**src/rtl/core/dnsl_pkg.sv**
```systemverilog
// Shared types and constants for the DNS header and name decoder.
package dnsl_pkg;

    localparam int HEADER_BYTES    = 12;
    localparam int QUEUE_DEPTH_DEF = 4;
    localparam int TDATA_W         = 24;
    localparam logic [7:0] DOT_CHAR = 8'h2E;

    typedef enum logic [1:0] {
        KIND_WORD = 2'd0,
        KIND_CHAR = 2'd1,
        KIND_END  = 2'd2
    } kind_t;

    typedef enum logic [2:0] {
        PH_HEADER = 3'b001,
        PH_NAME   = 3'b010,
        PH_SKIP   = 3'b100
    } phase_t;

    typedef struct packed {
        kind_t       kind;
        logic [2:0]  slot;
        logic [15:0] value;
        logic        status;
    } res_t;

    // one queue entry: the results of one byte (one or two)
    typedef struct packed {
        logic two;
        res_t r0;
        res_t r1;
    } job_t;

endpackage

```
**src/rtl/core/dnsl_front.sv**
```systemverilog
// Front end: takes packet bytes, tracks parse state, builds result jobs.
module dnsl_front (
    input  logic          clk,
    input  logic          rst_n,
    input  logic          s_axis_tvalid,
    output logic          s_axis_tready,
    input  logic [7:0]    s_axis_tdata,   // [7:0] pkt_byte
    input  logic          s_axis_tlast,
    input  logic          q_full,
    output logic          q_push,
    output dnsl_pkg::job_t q_job
);
    import dnsl_pkg::*;

    phase_t      phase_reg, phase_next;
    logic [3:0]  hpos_reg, hpos_next;
    logic [7:0]  hold_reg, hold_next;
    logic [7:0]  left_reg, left_next;
    logic        first_reg, first_next;

    logic        accept;
    logic        main_vld;
    logic        end_vld;
    logic        name_open;
    res_t        main_res;
    res_t        end_res;

    assign s_axis_tready = !q_full;
    assign accept        = s_axis_tvalid && !q_full;

    always_comb
    begin
        phase_next = phase_reg;
        hpos_next  = hpos_reg;
        hold_next  = hold_reg;
        left_next  = left_reg;
        first_next = first_reg;
        main_vld   = 1'b0;
        main_res   = '0;
        name_open  = 1'b0;

        unique case (phase_reg)
            PH_HEADER:
            begin
                if (!hpos_reg[0])
                begin
                    hold_next = s_axis_tdata;
                end
                else
                begin
                    main_vld       = 1'b1;
                    main_res.kind  = KIND_WORD;
                    main_res.slot  = hpos_reg[3:1];
                    main_res.value = {hold_reg, s_axis_tdata};
                end
                hpos_next = hpos_reg + 4'd1;
                if (hpos_reg == 4'(HEADER_BYTES - 1))
                begin
                    phase_next = PH_NAME;
                    left_next  = '0;
                    first_next = 1'b1;
                end
                name_open = 1'b1;
            end
            PH_NAME:
            begin
                if (left_reg == 8'd0)
                begin
                    if (s_axis_tdata == 8'd0)
                    begin
                        main_vld      = 1'b1;
                        main_res.kind = KIND_END;
                        phase_next    = PH_SKIP;
                    end
                    else
                    begin
                        left_next = s_axis_tdata;
                        if (!first_reg)
                        begin
                            main_vld       = 1'b1;
                            main_res.kind  = KIND_CHAR;
                            main_res.value = {8'd0, DOT_CHAR};
                        end
                        first_next = 1'b0;
                        name_open  = 1'b1;
                    end
                end
                else
                begin
                    main_vld       = 1'b1;
                    main_res.kind  = KIND_CHAR;
                    main_res.value = {8'd0, s_axis_tdata};
                    left_next      = left_reg - 8'd1;
                    name_open      = 1'b1;
                end
            end
            default: ;
        endcase

        end_vld        = s_axis_tlast && name_open;
        end_res        = '0;
        end_res.kind   = KIND_END;
        end_res.status = 1'b1;

        // end of packet: back to the reset state
        if (s_axis_tlast)
        begin
            phase_next = PH_HEADER;
            hpos_next  = '0;
            hold_next  = '0;
            left_next  = '0;
            first_next = 1'b1;
        end

        q_push = accept && (main_vld || end_vld);
        if (main_vld)
        begin
            q_job.two = end_vld;
            q_job.r0  = main_res;
            q_job.r1  = end_res;
        end
        else
        begin
            q_job.two = 1'b0;
            q_job.r0  = end_res;
            q_job.r1  = end_res;
        end
    end

    always_ff @(posedge clk or negedge rst_n)
    begin
        if (!rst_n)
        begin
            phase_reg <= PH_HEADER;
            hpos_reg  <= '0;
            hold_reg  <= '0;
            left_reg  <= '0;
            first_reg <= 1'b1;
        end
        else if (accept)
        begin
            phase_reg <= phase_next;
            hpos_reg  <= hpos_next;
            hold_reg  <= hold_next;
            left_reg  <= left_next;
            first_reg <= first_next;
        end
    end

endmodule

```
**src/rtl/core/dnsl_queue.sv**
```systemverilog
// Small register FIFO of result jobs between front and back end.
module dnsl_queue #(
    parameter int DEPTH = dnsl_pkg::QUEUE_DEPTH_DEF
) (
    input  logic           clk,
    input  logic           rst_n,
    input  logic           push,
    input  dnsl_pkg::job_t din,
    input  logic           pop,
    output dnsl_pkg::job_t dout,
    output logic           full,
    output logic           empty
);
    import dnsl_pkg::*;

    localparam int AW = (DEPTH > 1) ? $clog2(DEPTH) : 1;
    localparam int CW = $clog2(DEPTH + 1);

    job_t          mem_reg [DEPTH];
    logic [AW-1:0] wr_ptr_reg;
    logic [AW-1:0] rd_ptr_reg;
    logic [CW-1:0] count_reg;
    logic          do_push;
    logic          do_pop;

    assign full    = (count_reg == CW'(DEPTH));
    assign empty   = (count_reg == '0);
    assign do_push = push && !full;
    assign do_pop  = pop && !empty;
    assign dout    = mem_reg[rd_ptr_reg];

    always_ff @(posedge clk)
    begin
        if (do_push)
            mem_reg[wr_ptr_reg] <= din;
    end

    always_ff @(posedge clk or negedge rst_n)
    begin
        if (!rst_n)
        begin
            wr_ptr_reg <= '0;
            rd_ptr_reg <= '0;
            count_reg  <= '0;
        end
        else
        begin
            if (do_push)
                wr_ptr_reg <= (wr_ptr_reg == AW'(DEPTH - 1)) ? '0 : wr_ptr_reg + AW'(1);
            if (do_pop)
                rd_ptr_reg <= (rd_ptr_reg == AW'(DEPTH - 1)) ? '0 : rd_ptr_reg + AW'(1);
            if (do_push && !do_pop)
                count_reg <= count_reg + CW'(1);
            else if (do_pop && !do_push)
                count_reg <= count_reg - CW'(1);
        end
    end

endmodule

```
**src/rtl/core/dnsl_back.sv**
```systemverilog
// Back end: unpacks jobs into single results behind an output register.
module dnsl_back (
    input  logic                         clk,
    input  logic                         rst_n,
    input  logic                         q_empty,
    input  dnsl_pkg::job_t               q_head,
    output logic                         q_pop,
    output logic                         m_axis_tvalid,
    input  logic                         m_axis_tready,
    output logic [dnsl_pkg::TDATA_W-1:0] m_axis_tdata,
    output logic [1:0]                   m_axis_tuser,
    output logic                         m_axis_tlast
);
    import dnsl_pkg::*;

    logic  out_vld_reg, out_vld_next;
    logic  second_reg, second_next;
    res_t  res_reg;
    logic  last_reg;
    res_t  res_sel;
    logic  last_sel;
    logic  load;

    assign load = (!out_vld_reg || m_axis_tready) && !q_empty;

    always_comb
    begin
        q_pop        = 1'b0;
        second_next  = second_reg;
        out_vld_next = out_vld_reg && !m_axis_tready;
        res_sel      = q_head.r0;
        last_sel     = !q_head.two;
        if (load)
        begin
            out_vld_next = 1'b1;
            if (second_reg)
            begin
                res_sel     = q_head.r1;
                last_sel    = 1'b1;
                q_pop       = 1'b1;
                second_next = 1'b0;
            end
            else if (q_head.two)
            begin
                second_next = 1'b1;
            end
            else
            begin
                q_pop = 1'b1;
            end
        end
    end

    always_ff @(posedge clk or negedge rst_n)
    begin
        if (!rst_n)
        begin
            out_vld_reg <= 1'b0;
            second_reg  <= 1'b0;
        end
        else
        begin
            out_vld_reg <= out_vld_next;
            second_reg  <= second_next;
        end
    end

    always_ff @(posedge clk)
    begin
        if (load)
        begin
            res_reg  <= res_sel;
            last_reg <= last_sel;
        end
    end

    assign m_axis_tvalid = out_vld_reg;
    assign m_axis_tdata  = {4'd0, res_reg.status, res_reg.value, res_reg.slot};
    assign m_axis_tuser  = res_reg.kind;
    assign m_axis_tlast  = last_reg;

endmodule

```
**src/rtl/core/dns_name_label_decoder.sv**
```systemverilog
// Top level of the DNS header and first-name decoder.
// Throughput: one packet byte per cycle while the job queue is not full;
// results leave at one beat per cycle while the receiver is ready. Results
// pass through the job queue (QUEUE_DEPTH entries), then the output register.
// A byte with a result and an early end needs two beats; the queue absorbs it.
// Reset: async active low; parser back in header phase, queue and output empty.
module dns_name_label_decoder #(
    parameter int QUEUE_DEPTH = dnsl_pkg::QUEUE_DEPTH_DEF
) (
    input  logic                         clk,
    input  logic                         rst_n,
    // input stream: one packet byte per beat
    input  logic                         s_axis_tvalid,
    output logic                         s_axis_tready,
    input  logic [7:0]                   s_axis_tdata,   // [7:0] pkt_byte
    input  logic                         s_axis_tlast,   // end_of_packet
    // result stream
    output logic                         m_axis_tvalid,
    input  logic                         m_axis_tready,
    // [2:0] header_slot, [18:3] res_value, [19] status, [23:20] zero
    output logic [dnsl_pkg::TDATA_W-1:0] m_axis_tdata,
    output logic [1:0]                   m_axis_tuser,   // [1:0] res_kind
    output logic                         m_axis_tlast    // last_of_run
);
    import dnsl_pkg::*;

    logic q_push;
    logic q_pop;
    logic q_full;
    logic q_empty;
    job_t q_din;
    job_t q_head;

    // Front: header word assembly and label walk; one byte per cycle,
    // stalls only when the job queue is full.
    dnsl_front u_front (
        .clk           (clk),
        .rst_n         (rst_n),
        .s_axis_tvalid (s_axis_tvalid),
        .s_axis_tready (s_axis_tready),
        .s_axis_tdata  (s_axis_tdata),
        .s_axis_tlast  (s_axis_tlast),
        .q_full        (q_full),
        .q_push        (q_push),
        .q_job         (q_din)
    );

    // Jobs hold one or two results; bytes with no result push nothing.
    dnsl_queue #(
        .DEPTH (QUEUE_DEPTH)
    ) u_queue (
        .clk   (clk),
        .rst_n (rst_n),
        .push  (q_push),
        .din   (q_din),
        .pop   (q_pop),
        .dout  (q_head),
        .full  (q_full),
        .empty (q_empty)
    );

    // Back: serializes each job into beats, tlast on the final one.
    dnsl_back u_back (
        .clk           (clk),
        .rst_n         (rst_n),
        .q_empty       (q_empty),
        .q_head        (q_head),
        .q_pop         (q_pop),
        .m_axis_tvalid (m_axis_tvalid),
        .m_axis_tready (m_axis_tready),
        .m_axis_tdata  (m_axis_tdata),
        .m_axis_tuser  (m_axis_tuser),
        .m_axis_tlast  (m_axis_tlast)
    );

endmodule

```
**config.mk**
```make
export PLATFORM = sky130hd
export DESIGN_NAME = dns_name_label_decoder
export DESIGN_NICKNAME = d
export VERILOG_FILES = /design/src/rtl/core/dnsl_pkg.sv /design/src/rtl/core/dnsl_front.sv /design/src/rtl/core/dnsl_queue.sv /design/src/rtl/core/dnsl_back.sv /design/src/rtl/core/dns_name_label_decoder.sv
export SDC_FILE = /design/constraint.sdc
export NUM_CORES = 1
export LEC_CHECK = 0
export ABC_CLOCK_PERIOD_IN_PS = 4700
export BUFFER_PORTS_ARGS = -buffer_cell sky130_fd_sc_hd__buf_2
export CAP_MARGIN = 20
export CORE_UTILIZATION = 25
export DETAILED_ROUTE_END_ITERATION = 10
export PLACE_DENSITY = 0.44
export SYNTH_ARGS = -nofsm -noshare
export SYNTH_HDL_FRONTEND = slang
export SYNTH_SLANG_ARGS = --single-unit
```
**constraint.sdc**
```tcl
create_clock -name clk -period 4.7 [get_ports clk]
set_clock_uncertainty 0.1 [all_clocks]
set_input_delay 0.94 -clock clk [delete_from_list [all_inputs] [get_ports clk]]
set_output_delay 0.94 -clock clk [all_outputs]
set_load 0.02 [all_outputs]
```
After elaboration in Yosys (flattened, before gate mapping)
Memories as Yosys holds them, arrays and structs flattened.
Cells that the tools add are included.
{"block": "totals", "ff_bits": 56, "ramBits": 180, "inputBits": 13, "output_inout_bits": 29, "word_cells": 115, "n_memories": 1}
{"name": "u_queue.mem_reg", "words": 4, "word_bits": 45, "read_ports": 1, "rd_ports_with_merged_regs": 0, "write_ports": 1, "line": "dnsl_queue.sv:19", "source": "job_t mem_reg [DEPTH];"}
{"block": "classes", "add_sub_neg": 6, "n_eq_ne": 12, "n_mux": 52, "reduce_logical": 29}
{"op": "two-way mux 8 bit", "count": 7}
{"op": "two-way mux 45 bit", "count": 1}
{"op": "two-way mux 16 bit", "count": 2}
{"op": "case mux 16 bit (2 select lines)", "count": 1}
{"op": "two-way mux 22 bit", "count": 1}
{"op": "two-way mux 3 bit", "count": 7}
{"op": "two-way mux 1 bit", "count": 19}
{"op": "two-way mux 19 bit", "count": 1}
{"op": "logical NOT 8 bit", "count": 2}
{"op": "case mux 8 bit (2 select lines)", "count": 1}
{"op": "AND reduction 5 bit", "count": 2}
{"op": "logical AND 1 bit", "count": 9}
{"op": "!= test 3 x 2 -> 1 bit (second input constant)", "count": 3}
{"op": "two-way mux 2 bit", "count": 4}
{"op": "two-way mux 4 bit", "count": 2}
{"op": "subtractor 8 x 1 -> 8 bit (second input constant)", "count": 1}
{"op": "logical NOT 1 bit", "count": 7}
{"op": "two-way mux 6 bit", "count": 1}
{"op": "case mux 1 bit (2 select lines)", "count": 3}
{"op": "case mux 3 bit (2 select lines)", "count": 1}
{"op": "adder 2 x 1 -> 2 bit (second input constant)", "count": 2}
{"op": "adder 4 x 1 -> 4 bit (second input constant)", "count": 1}
{"op": "equality test 2 bit (second input constant)", "count": 2}
{"op": "equality test 4 bit (second input constant)", "count": 1}
{"op": "16 further kinds", "count": 18}

Longest topological paths before layout
Gate-level depths: netlist of run 1.
{"block": "depth", "depth_word": 12, "ltp_mapped": 13, "ltp_nobuf": 13}

By module
A second synthesis of run 1 with hierarchy kept.
{"block": "unflattened", "hier_cells": 549, "area_unflattened_um2": 9943.3}
{"mod": "dnsl_queue", "n_inst": 1, "cells_each": 272, "area_each_um2": 6936.7, "seq_area_each_um2": 5580.4}
{"mod": "dnsl_front", "n_inst": 1, "cells_each": 215, "area_each_um2": 1920.6, "seq_area_each_um2": 603.1}
{"mod": "dnsl_back", "n_inst": 1, "cells_each": 62, "area_each_um2": 1086.0, "seq_area_each_um2": 740.7}

Worst setup path before layout of run 1
No wires, ideal clock.
{"block": "synth_path", "path_kind": "input to register", "startpoint": "input port m_axis_tready", "endpoint": "register u_queue.count_reg[1]", "setup_time_ns": 0.125, "arrival_time_ns": 3.521, "required_time_ns": 4.475, "slack_ns": 0.954, "stages": 8, "n_path_buf": 0, "cell_sequence": "inv_1 > a21oi_1 > and2_1 > inv_1 > ha_1 > inv_1 > fa_1 > mux2_2"}
{"block": "synth_between", "elab_chain_len": 7, "elab_cells_between_ends": 9, "cone_classes": "mux (2); reduce/logical (7)"}
{"item": "start, declared", "line": "dns_name_label_decoder.sv:19", "source": "input logic m_axis_tready,"}
{"item": "logical OR 1 bit (*)", "line": "dnsl_back.sv:24", "source": "assign load = (!out_vld_reg || m_axis_tready) && !q_empty;"}
{"item": "logical AND 1 bit (*)", "line": "dnsl_back.sv:24"}
{"item": "via u_back.load", "line": "dnsl_back.sv:22", "source": "logic load;"}
{"item": "two-way mux 1 bit (*)", "line": "dnsl_back.sv:33", "source": "if (load)"}
{"item": "logical AND 1 bit (*)", "line": "dnsl_queue.sv:29", "source": "assign do_pop = pop && !empty;"}
{"item": "logical NOT 1 bit", "line": "dnsl_queue.sv:52", "source": "if (do_push && !do_pop)"}
{"item": "logical AND 1 bit", "line": "dnsl_queue.sv:52"}
{"item": "two-way mux 3 bit or nonzero test 2 bit (tied branches)"}
{"item": "end signal, assigned", "line": "dnsl_queue.sv:53", "source": "count_reg <= count_reg + CW'(1);"}
{"item": "end signal, assigned", "line": "dnsl_queue.sv:55", "source": "count_reg <= count_reg - CW'(1);"}
{"item": "end, declared", "line": "dnsl_queue.sv:22", "source": "logic [CW-1:0] count_reg;"}
Mark *: on every way through the listed nets, which the timed path passes. The rest lies on a longest branch.
A chain may end at the register's enable or synchronous reset.

Final worst setup path of run 1
{"block": "layout_path", "startpoint": "input port s_axis_tdata[1]", "endpoint": "register u_queue.count_reg[2]"}
{"block": "layout_between", "elab_chain_len": 11, "elab_cells_between_ends": 16, "cone_classes": "mux (7); reduce/logical (9)"}
{"item": "start, declared", "line": "dns_name_label_decoder.sv:15", "source": "input logic [7:0] s_axis_tdata,"}
{"item": "logical NOT 8 bit (*)", "line": "dnsl_front.sv:69", "source": "if (s_axis_tdata == 8'd0)"}
{"item": "two-way mux 1 bit", "line": "dnsl_front.sv:69"}
{"item": "two-way mux 1 bit", "line": "dnsl_front.sv:67", "source": "if (left_reg == 8'd0)"}
{"item": "case mux 1 bit (2 select lines)", "line": "dnsl_front.sv:42", "source": "unique case (phase_reg)"}
{"item": "logical AND 1 bit", "line": "dnsl_front.sv:100", "source": "end_vld = s_axis_tlast && name_open;"}
{"item": "logical OR 1 bit (*)", "line": "dnsl_front.sv:115", "source": "q_push = accept && (main_vld || end_vld);"}
{"item": "logical AND 1 bit (*)", "line": "dnsl_front.sv:115"}
{"item": "logical AND 1 bit (*)", "line": "dnsl_queue.sv:28", "source": "assign do_push = push && !full;"}
{"item": "via u_queue.do_push", "line": "dnsl_queue.sv:23", "source": "logic do_push;"}
{"item": "logical NOT 1 bit", "line": "dnsl_queue.sv:54", "source": "else if (do_pop && !do_push)"}
{"item": "logical AND 1 bit", "line": "dnsl_queue.sv:54"}
{"item": "nonzero test 2 bit (no source line)"}
Marks and branches as above.

==> results of run 1 <==
## layout by cell type (no fill, tap or decap), drive strengths merged, types with 4 or more instances in the layout
cell type,count
a21oi,14
nand2,14
clkbuf,20
edfxtp,115
o31ai,4
a21o,5
dfrtp,31
clkinv,6
inv,16
mux2,5
and3,12
conb,4
nor2b,24
mux4,23
and2,8
nor2,18
nor3,5
o21ai,25
or4,5
buf,47
a22o,8
nand3,6
nor3b,4
ha,8
## report_power, final
part	switching, µW	leakage (µW)	total (µW)	internal (µW)
logic	1040	0.000954	1760	719
registers	192	0.00150	2080	1890
clock network	525	0.000286	1360	836
total	1760	0.00274	5200	3440
## final timing paths
path	startpoint	endpoint	slack (ns)	cells past startpoint
setup / recovery	s_axis_tdata[1]	u_queue.count_reg[2]	1.35	12
hold / removal	u_queue.count_reg[2]	u_queue.count_reg[2]	0.40	1
setup reg to reg	u_front.left_reg[0]	u_queue.count_reg[1]	1.53	10
hold reg to reg	u_queue.count_reg[2]	u_queue.count_reg[2]	0.40	1
max in group asynchronous	rst_n	u_front.hold_reg[5]	3.45	1
min in group asynchronous	rst_n	u_back.second_reg	0.51	1
## layout make-up
cell class                 count  area share
clock inverter                12     0.02096
inverter                      14    0.007101
sequential                   148      0.5785
clock buffer                  20     0.05900
multi-input combinational    215      0.2445
tap                          324     0.05478
timing repair buffer          47     0.03516
## metal layers
metal	part of all wire	vias to the layer above	global-route usage
met1	0.48	1819	0.1414
li1	-	1602	-
met3	0.038	6	0.02987
met5	0	-	0
met2	0.48	69	0.1751
met4	0.0086	0	0.04196
## per-stage QoR
stage	cell area [µm²]	util	worst slack [ns]	instances
after floorplan	6223	-	0.9542	393
after global placement	6809	0.2800	0.9819	748
after detailed placement	6809	0.2800	0.9223	748
after CTS	7401	0.3043	1.351	780
after global routing	7401	0.3043	1.185	780
final	7401	0.3043	1.355	780
## worst max-delay path, cell delays in order
cell and delay (ns):
buf_2 0.13, or4_1 0.59, o2111ai_1 0.24, a21o_1 0.21
inv_1 0.14, a31oi_4 0.26, ha_1 0.23, inv_1 0.06
fa_1 0.37, xor2_1 0.15, nor2_1 0.12, xor2_1 0.15
## cells by family (layout without fill, tap and decap cells)
| family | after synthesis | after routing | share of synthesized area |
|---|---|---|---|
| AO/OA/AOI/OAI | 63 | 63 | 0.06909 |
| XOR/XNOR | 3 | 3 | 0.004230 |
| adder cells (fa/ha/maj) | 9 | 9 | 0.01934 |
| buffers and inverters | 30 | 93 | 0.02195 |
| flip-flops | 148 | 148 | 0.6892 |
| multiplexers | 31 | 31 | 0.09849 |
| other | 1 | 4 | 0.0006037 |
| AND/OR/NAND/NOR | 105 | 105 | 0.09708 |
==> flow_summary.toml, run 1 <==
[sta]
setup_violations = 0
finalCritPeriodShare = 0.7117
hold_viol = 0
hold-worst-slack_ns = 0.3964
slew_headroom = 0.4449
fin_setup_tns_ns = 0
rsz0062_at_grt = "no"
fmax_mhz = 298.9
drv_slew = 0
fin_crit_ns = 3.345
worst_pin_slew_ns = 0.8326

[clocking]
ctsHoldBuffers = 0
root_buffer = "clkbuf_16"
clkTransAtPathRegs_ns = 0.05
htree_levels = 4
cts_buffers = 17
cts_tree = "built"
post_cts_resize_count = 0
clk_latency_ns = 0.42
post-cts-setup-buffer-count = 0
cts_max_path_buffers = 2
clock-sinks = 148

[logic_synthesis]
synth_common_cells = "edfxtp_1, dfrtp_1, nor2b_1"
ys_ff_latch = 148
synth_enable_flop_cells = 115
netlist.area_leader.share = 0.5559
yosysTopAreaCell = "edfxtp_1"
avgSynthCellArea_um2 = 15.93
ys_top_cells_by_area = "edfxtp_1, dfrtp_1, mux4_2, nor2b_1, o21ai_0"
synthFlopType = "edfxtp_1"
yosysMostFrequentCell = "edfxtp_1"
yosys_warnings = 0
synthCells = 390
synth_async_sr_flop_share = 0.2230
synth_area_um2 = 6212
synth_cell_types = 47
yosysSeqAreaShare = 0.6892

[grt]
track_usage = 0.1096
overflow = 0
grt_pass1_vias = 3582
grt_max_degree = 34
antenna_found_initial = 0
grt_pass1_wl_mm = 20.61

[final_layout]
register_area_um2 = 4282
diodes = 0
fillers = 2436
multi_input_area_um2 = 1809
syn_to_final_growth_pct = 19.13
drive_gt1_frac = 0.2588
fin_nets = 465
largest_reg_flops = 92

[critical_path]
cp_max_fo = 7
crit_type = "in -> reg"
endpoint_kind = "flop"
cp.required_ns = 4.94
critPathLaunchType = "primary input"
critical_path_arrival_ns = 3.58

[placement]
hpwl_mm = 8.702
port_buffers = 37
gp_congestion = 0.7758

[power]
p_total_uw = 5202
peakVddDrop_uv = 371.8
p_per_area_nw_per_um2 = 702.9
leakage_uw = 0.002738

[drt]
drcViolationCount = 0
routedWlPerCell_um = 16.93
dr.first_iter.drc_count = 134
vias_per_cell = 4.482
drtPass1Iterations = 4
vias = 3496
ant_nets = 0
routed_wl_mm = 13.21

[floorplan]
initial_core_util = 0.2554
die-area_um2 = 25480
coreArea_um2 = 24320
rows = 57
die_x_um = 159.6
die-height_um = 159.6
pin_count = 42

[flow_run]
drv_cap = 0

[outcome]
outcome = "finished clean"

[hold_path]
hp-class = "reg -> reg"
(Power assumes the default switching activity.)
==> inputs of run 2 (changes only) <==
Settings changed: ABC_CLOCK_PERIOD_IN_PS 4700 to 3190.
Clock period 4.7 ns to 3.19 ns, I/O delays scaled along.
==> run 2 against run 1 <==
Net effect:
- sequential cell count unchanged
- count of clock-buffer cells in the layout decreased by 2
- cell count is 1.9% higher
- highest routed layer unchanged
- global-route usage up 0.24 points
- non-clock buffer count increased by 15
- worst hold slack lost 0.16 ns
- largest cell class unchanged
- first-iteration DRC count grew 28%
- clock power grew 43%
- critical endpoint is now u_queue.count_reg[1]
- sequential power is 45% higher
- critical path depth down 2
==> flow_summary.toml, run 2 (synthesized netlist as in run 1, its figures left out) <==
[final_layout]
drive_gt1_frac = 0.2887
fillers = 2431
multi_input_area_um2 = 1819
fin_cells = 795
design_area_um2 = 7562
diodes = 0
syn_to_final_growth_pct = 21.73
register_area_um2 = 4282
final_cell_mix = "edfxtp_1, buf_2, dfrtp_1"
fin_nets = 480
final_common_cell = "edfxtp_1"
largest_reg_flops = 92
postLayoutCoreUtil = 0.3110

[clocking]
cts_tree = "built"
clk_latency_ns = 0.41
clock-sinks = 148
post-cts-setup-buffer-count = 0
htree_levels = 4
post_cts_resize_count = 0
clkTransAtPathRegs_ns = 0.06
ctsHoldBuffers = 0
cts_max_path_buffers = 2
root_buffer = "clkbuf_16"
cts_buffers = 17

[grt]
grt_max_degree = 34
overflow = 0
grt_pass1_wl_mm = 21.41
antenna_found_initial = 0
grt_pass1_vias = 3707
track_usage = 0.1120

[drt]
vias = 3532
drcViolationCount = 0
ant_nets = 0
routedWlPerCell_um = 16.85
drtPass1Iterations = 4
vias_per_cell = 4.443
dr.first_iter.drc_count = 172
routed_wl_mm = 13.40

[sta]
drv_slew = 0
finalCritPeriodShare = 0.9326
worst_pin_slew_ns = 0.8469
fmax_mhz = 336.1
hold_viol = 0
fin_ws_ns = 0.2150
setup_violations = 0
rsz0062_at_grt = "no"
fin_crit_ns = 2.975
slew_headroom = 0.4354

[placement]
dp_cells = 763
place_ws_ns = -0.06416
port_buffers = 37
gp_congestion = 0.7830
hpwl_mm = 8.708
dpl-instance-area_um2 = 6982

[floorplan]
die-area_um2 = 25480
coreArea_um2 = 24320
die_x_um = 159.6
rows = 57
die-height_um = 159.6
pin_count = 42
initial_core_util = 0.2554

[power]
peakVddDrop_uv = 443.5
leakage_uw = 0.002811
p_per_area_nw_per_um2 = 1024
p_total_uw = 7741

[critical_path]
ff2ff_path_depth = 10
cp_max_fo = 5
crit_family = "simple AND/OR/NAND/NOR gates"
r2r_start = "u_front.left_reg[0]"
worst-path-buf-inv = 2
cp.required_ns = 3.38
cp_cell_sequence = "inv_1 > ha_1 > or3b_2 > or4_4 > nand3_2 > a31oi_4 > ha_2 > inv_1 > fa_1 > mux2_2"
crit_path_top_delay_cell = "or3b_2"
crit_top_cell = "inv_1"
crit_type = "reg -> reg"
endpoint_kind = "flop"
critical_path_arrival_ns = 3.17
worst_path_largest_cell_delay_ns = 0.50
r2r_slack_ns = 0.21
r2r_end = "u_queue.count_reg[1]"
critPathLaunchType = "flop"

[outcome]
outcome = "finished clean"

[flow_run]
drv_cap = 0

[hold_path]
hp-class = "in -> async"
run 2: cell types whose count changed in the layout (fill, tap and decap cells not counted), moves of 2 or more:
| cell | previous run | this run |
|---|---|---|
| buf_4 | 10 | 21 |
| buf_12 | 0 | 4 |
| clkbuf_1 | 3 | 1 |
| clkinvlp_4 | 1 | 3 |
run 2: layer usage:
| metal | vias to the layer above | routed length (µm) | part of all wire | global-route usage |
|---|---|---|---|---|
| li1 | 1624 | - | - | - |
| met3 | 8 | 495 | 0.037 | 0.03117 |
| met2 | 69 | 6475 | 0.48 | 0.1840 |
| met1 | 1831 | 6277 | 0.47 | 0.1440 |
| met4 | 0 | 148 | 0.011 | 0.03234 |
| met5 | - | 0 | 0 | 0 |
run 2: stage by stage:
stage / setup TNS (ns) / hold WS [ns]
floorplan: 0 / 0.2424
global placement: -0.07029 / 0.3769
detailed placement: -0.1025 / 0.3771
CTS: 0 / 0.2652
global route: 0 / 0.2880
finish: 0 / 0.2326
run 2: area by class of cell:
| class | count | area share |
|---|---|---|
| sequential | 148 | 0.5662 |
| multi-input combinational | 215 | 0.2406 |
| clock buffer | 18 | 0.05675 |
| timing repair buffer | 62 | 0.05592 |
| tap | 324 | 0.05361 |
| clock inverter | 14 | 0.02002 |
| inverter | 14 | 0.006949 |
run 2: worst max path at each step:
| stage | startpoint | to | slack, ns | cells after the start |
|---|---|---|---|---|
| 2_1_floorplan | s_axis_tdata[1] | u_queue.count_reg[1] | 0.01 | 9 |
| 6_report | u_front.left_reg[0] | u_queue.count_reg[1] | 0.21 | 10 |
| 3_3_place_gp | s_axis_tdata[1] | u_queue.count_reg[1] | -0.05 | 9 |
| 5_1_grt | u_front.left_reg[0] | u_queue.count_reg[1] | 0.06 | 10 |
| 3_5_place_dp | s_axis_tdata[1] | u_queue.count_reg[1] | -0.06 | 9 |
| 4_1_cts | u_front.left_reg[0] | u_queue.count_reg[1] | 0.21 | 10 |
run 2: report_power, final:
group          total (µW)  switching (µW)  internal (µW)
sequential           3020             239           2780
clock                1950             793           1160
combinational        2770            1600           1160
total                7740            2640           5110
run 2: worst reg2reg max path, stage by stage, from the launching register on:
cell	delay (ns)
dfrtp_1	0.42
inv_1	0.07
ha_1	0.20
or3b_2	0.50
or4_4	0.45
nand3_2	0.11
a31oi_4	0.09
ha_2	0.19
inv_1	0.06
fa_1	0.39
mux2_2	0.26
==> inputs of run 3 (changes only) <==
Settings changed: CORE_MARGIN from default to 2.
==> run 3 against run 2 <==
Net effect:
- non-clock buffer count is 3 higher
- first-iteration DRC count is 8.1% higher
- utilization is 0.20 points higher
- design area is 0.93% higher
- combinational power is 1% higher
- count of clock-buffer cells in the layout is 3 higher
- maximum frequency is 0.31% lower
- sequential share of layout area is 0.52 points lower
- critical path depth stayed put
- sequential cell count stayed put
- sequential power hardly changed
- total power is 2.8% higher
- critical endpoint unchanged
- largest cell class unchanged
- highest routed layer unchanged
==> flow_summary.toml, run 3 (synthesized netlist as in run 1, its figures left out) <==
[sta]
rsz0062_at_grt = "no"
slew_headroom = 0.4628
finalCritPeriodShare = 0.9355
setup_violations = 0
fin_setup_tns_ns = 0
hold_viol = 0
fin_crit_ns = 2.984
drv_slew = 0
fmax_mhz = 335.1
fin_ws_ns = 0.2057
worst_pin_slew_ns = 0.8058

[clocking]
root_buffer = "clkbuf_16"
clock-sinks = 148
cts_tree = "built"
clkTransAtPathRegs_ns = 0.06
cts_buffers = 17
post_cts_resize_count = 0
ctsHoldBuffers = 0
htree_levels = 4
clk_latency_ns = 0.42
cts_max_path_buffers = 2
post-cts-setup-buffer-count = 0

[floorplan]
initial_core_util = 0.2547
die-area_um2 = 26130
die_x_um = 161.6
rows = 57
die-height_um = 161.6
coreArea_um2 = 24390
pin_count = 42

[critical_path]
cp.required_ns = 3.39
r2r_slack_ns = 0.21
crit_path_top_delay_cell = "or3b_2"
cp_cell_sequence = "inv_1 > ha_1 > or3b_2 > or4_4 > nand3_2 > a31oi_4 > ha_2 > inv_1 > fa_1 > mux2_2"
crit_top_cell = "inv_1"
endpoint_kind = "flop"
cp_max_fo = 5
r2r_end = "u_queue.count_reg[1]"
critPathLaunchType = "flop"
ff2ff_path_depth = 10
critical_path_arrival_ns = 3.19
critPathLaunch = "u_front.left_reg[0]"
r2r_start = "u_front.left_reg[0]"
crit_type = "reg -> reg"
worst_path_largest_cell_delay_ns = 0.51
crit_path_end = "u_queue.count_reg[1]"

[final_layout]
syn_to_final_growth_pct = 22.86
final_cell_mix = "edfxtp_1, buf_2, dfrtp_1"
final_common_cell = "edfxtp_1"
drive_gt1_frac = 0.2932
diodes = 0
fin_cells = 798
fin_nets = 483
largest_reg_flops = 92

[placement]
hpwl_mm = 8.515
gp_congestion = 0.7536
port_buffers = 37
place_ws_ns = -0.05699
dp_cells = 766

[power]
p_int_uw = 5343
peakVddDrop_uv = 377.0
leakage_uw = 0.002852
seqPwrFrac = 0.379
p_switching_uw = 2616
p_per_area_nw_per_um2 = 1043
comb_power_share = 0.353
p_total_uw = 7959
swShare = 0.3287
clkPwrFrac = 0.268

[drt]
routed_wl_mm = 13.11
routedWlPerCell_um = 16.43
ant_nets = 0
dr.first_iter.drc_count = 186
vias = 3498
drtPass1Iterations = 4
drcViolationCount = 0
vias_per_cell = 4.383

[outcome]
outcome = "finished clean"

[grt]
overflow = 0
grt_max_degree = 34
track_usage = 0.1070
antenna_found_initial = 0
grt_pass1_vias = 3613
grt_pass1_wl_mm = 20.74

[hold_path]
hp-class = "in -> async"

[flow_run]
drv_cap = 0
run 3: worst min-delay path by stage:
stage / start / end / slack [ns] / depth (start not counted)
after floorplan: rst_n / u_back.m_axis_tvalid / 0.24 / 0
after global placement: u_front.hold_reg[3] / u_front.hold_reg[3] / 0.38 / 1
after detailed placement: u_front.hold_reg[5] / u_front.hold_reg[5] / 0.39 / 1
after CTS: rst_n / u_back.second_reg / 0.23 / 1
after global routing: rst_n / u_front.hold_reg[2] / 0.26 / 1
final: rst_n / u_front.hold_reg[2] / 0.21 / 1
run 3: layer usage:
metal	wire length (µm)	global-route usage	vias up	share of wire
met2	6186	0.1707	60	0.47
met3	450	0.02773	10	0.034
met5	0	0	-	0
li1	-	-	1629	-
met4	141	0.04103	0	0.011
met1	6332	0.1403	1799	0.48
run 3: critical path: cells and delay by family, from the launching register on:
| family | cells | cell delay, ns |
|---|---|---|
| flip-flops | 1 | 0.42 |
| AND/OR/NAND/NOR | 3 | 1.06 |
| adder cells (fa/ha/maj) | 3 | 0.80 |
| AO/OA/AOI/OAI | 1 | 0.10 |
| multiplexers | 1 | 0.27 |
| buffers and inverters | 2 | 0.13 |
run 3: power by group through the flow:
stage / registers [µW] / logic (µW) / clock network, µW
after floorplan: 3210 / 1700 / 0
after global placement: 3030 / 2830 / 0
after detailed placement: 3050 / 2860 / 0
after CTS: 3020 / 2870 / 2190
after global routing: 3080 / 3120 / 2260
final: 3010 / 2810 / 2130
run 3: area by class of cell:
type                    count  area [µm²]
fillers                  2415       16760
clock buffers              21       460.4
multi-input cells         215        1812
well taps                 324       405.4
clock inverters            11       175.2
flip-flops and latches    148        4282
inverters                  14       52.55
repair buffers             65       445.4
run 3: metrics by stage:
step | instance area [µm²] | hold slack (ns) | util
4_1_cts | 7632 | 0.2272 | 0.3129
3_5_place_dp | 6997 | 0.3853 | 0.2869
5_1_grt | 7632 | 0.2629 | 0.3129
6_report | 7632 | 0.2107 | 0.3129
3_3_place_gp | 6997 | 0.3781 | 0.2869
2_1_floorplan | 6230 | 0.2424 | -
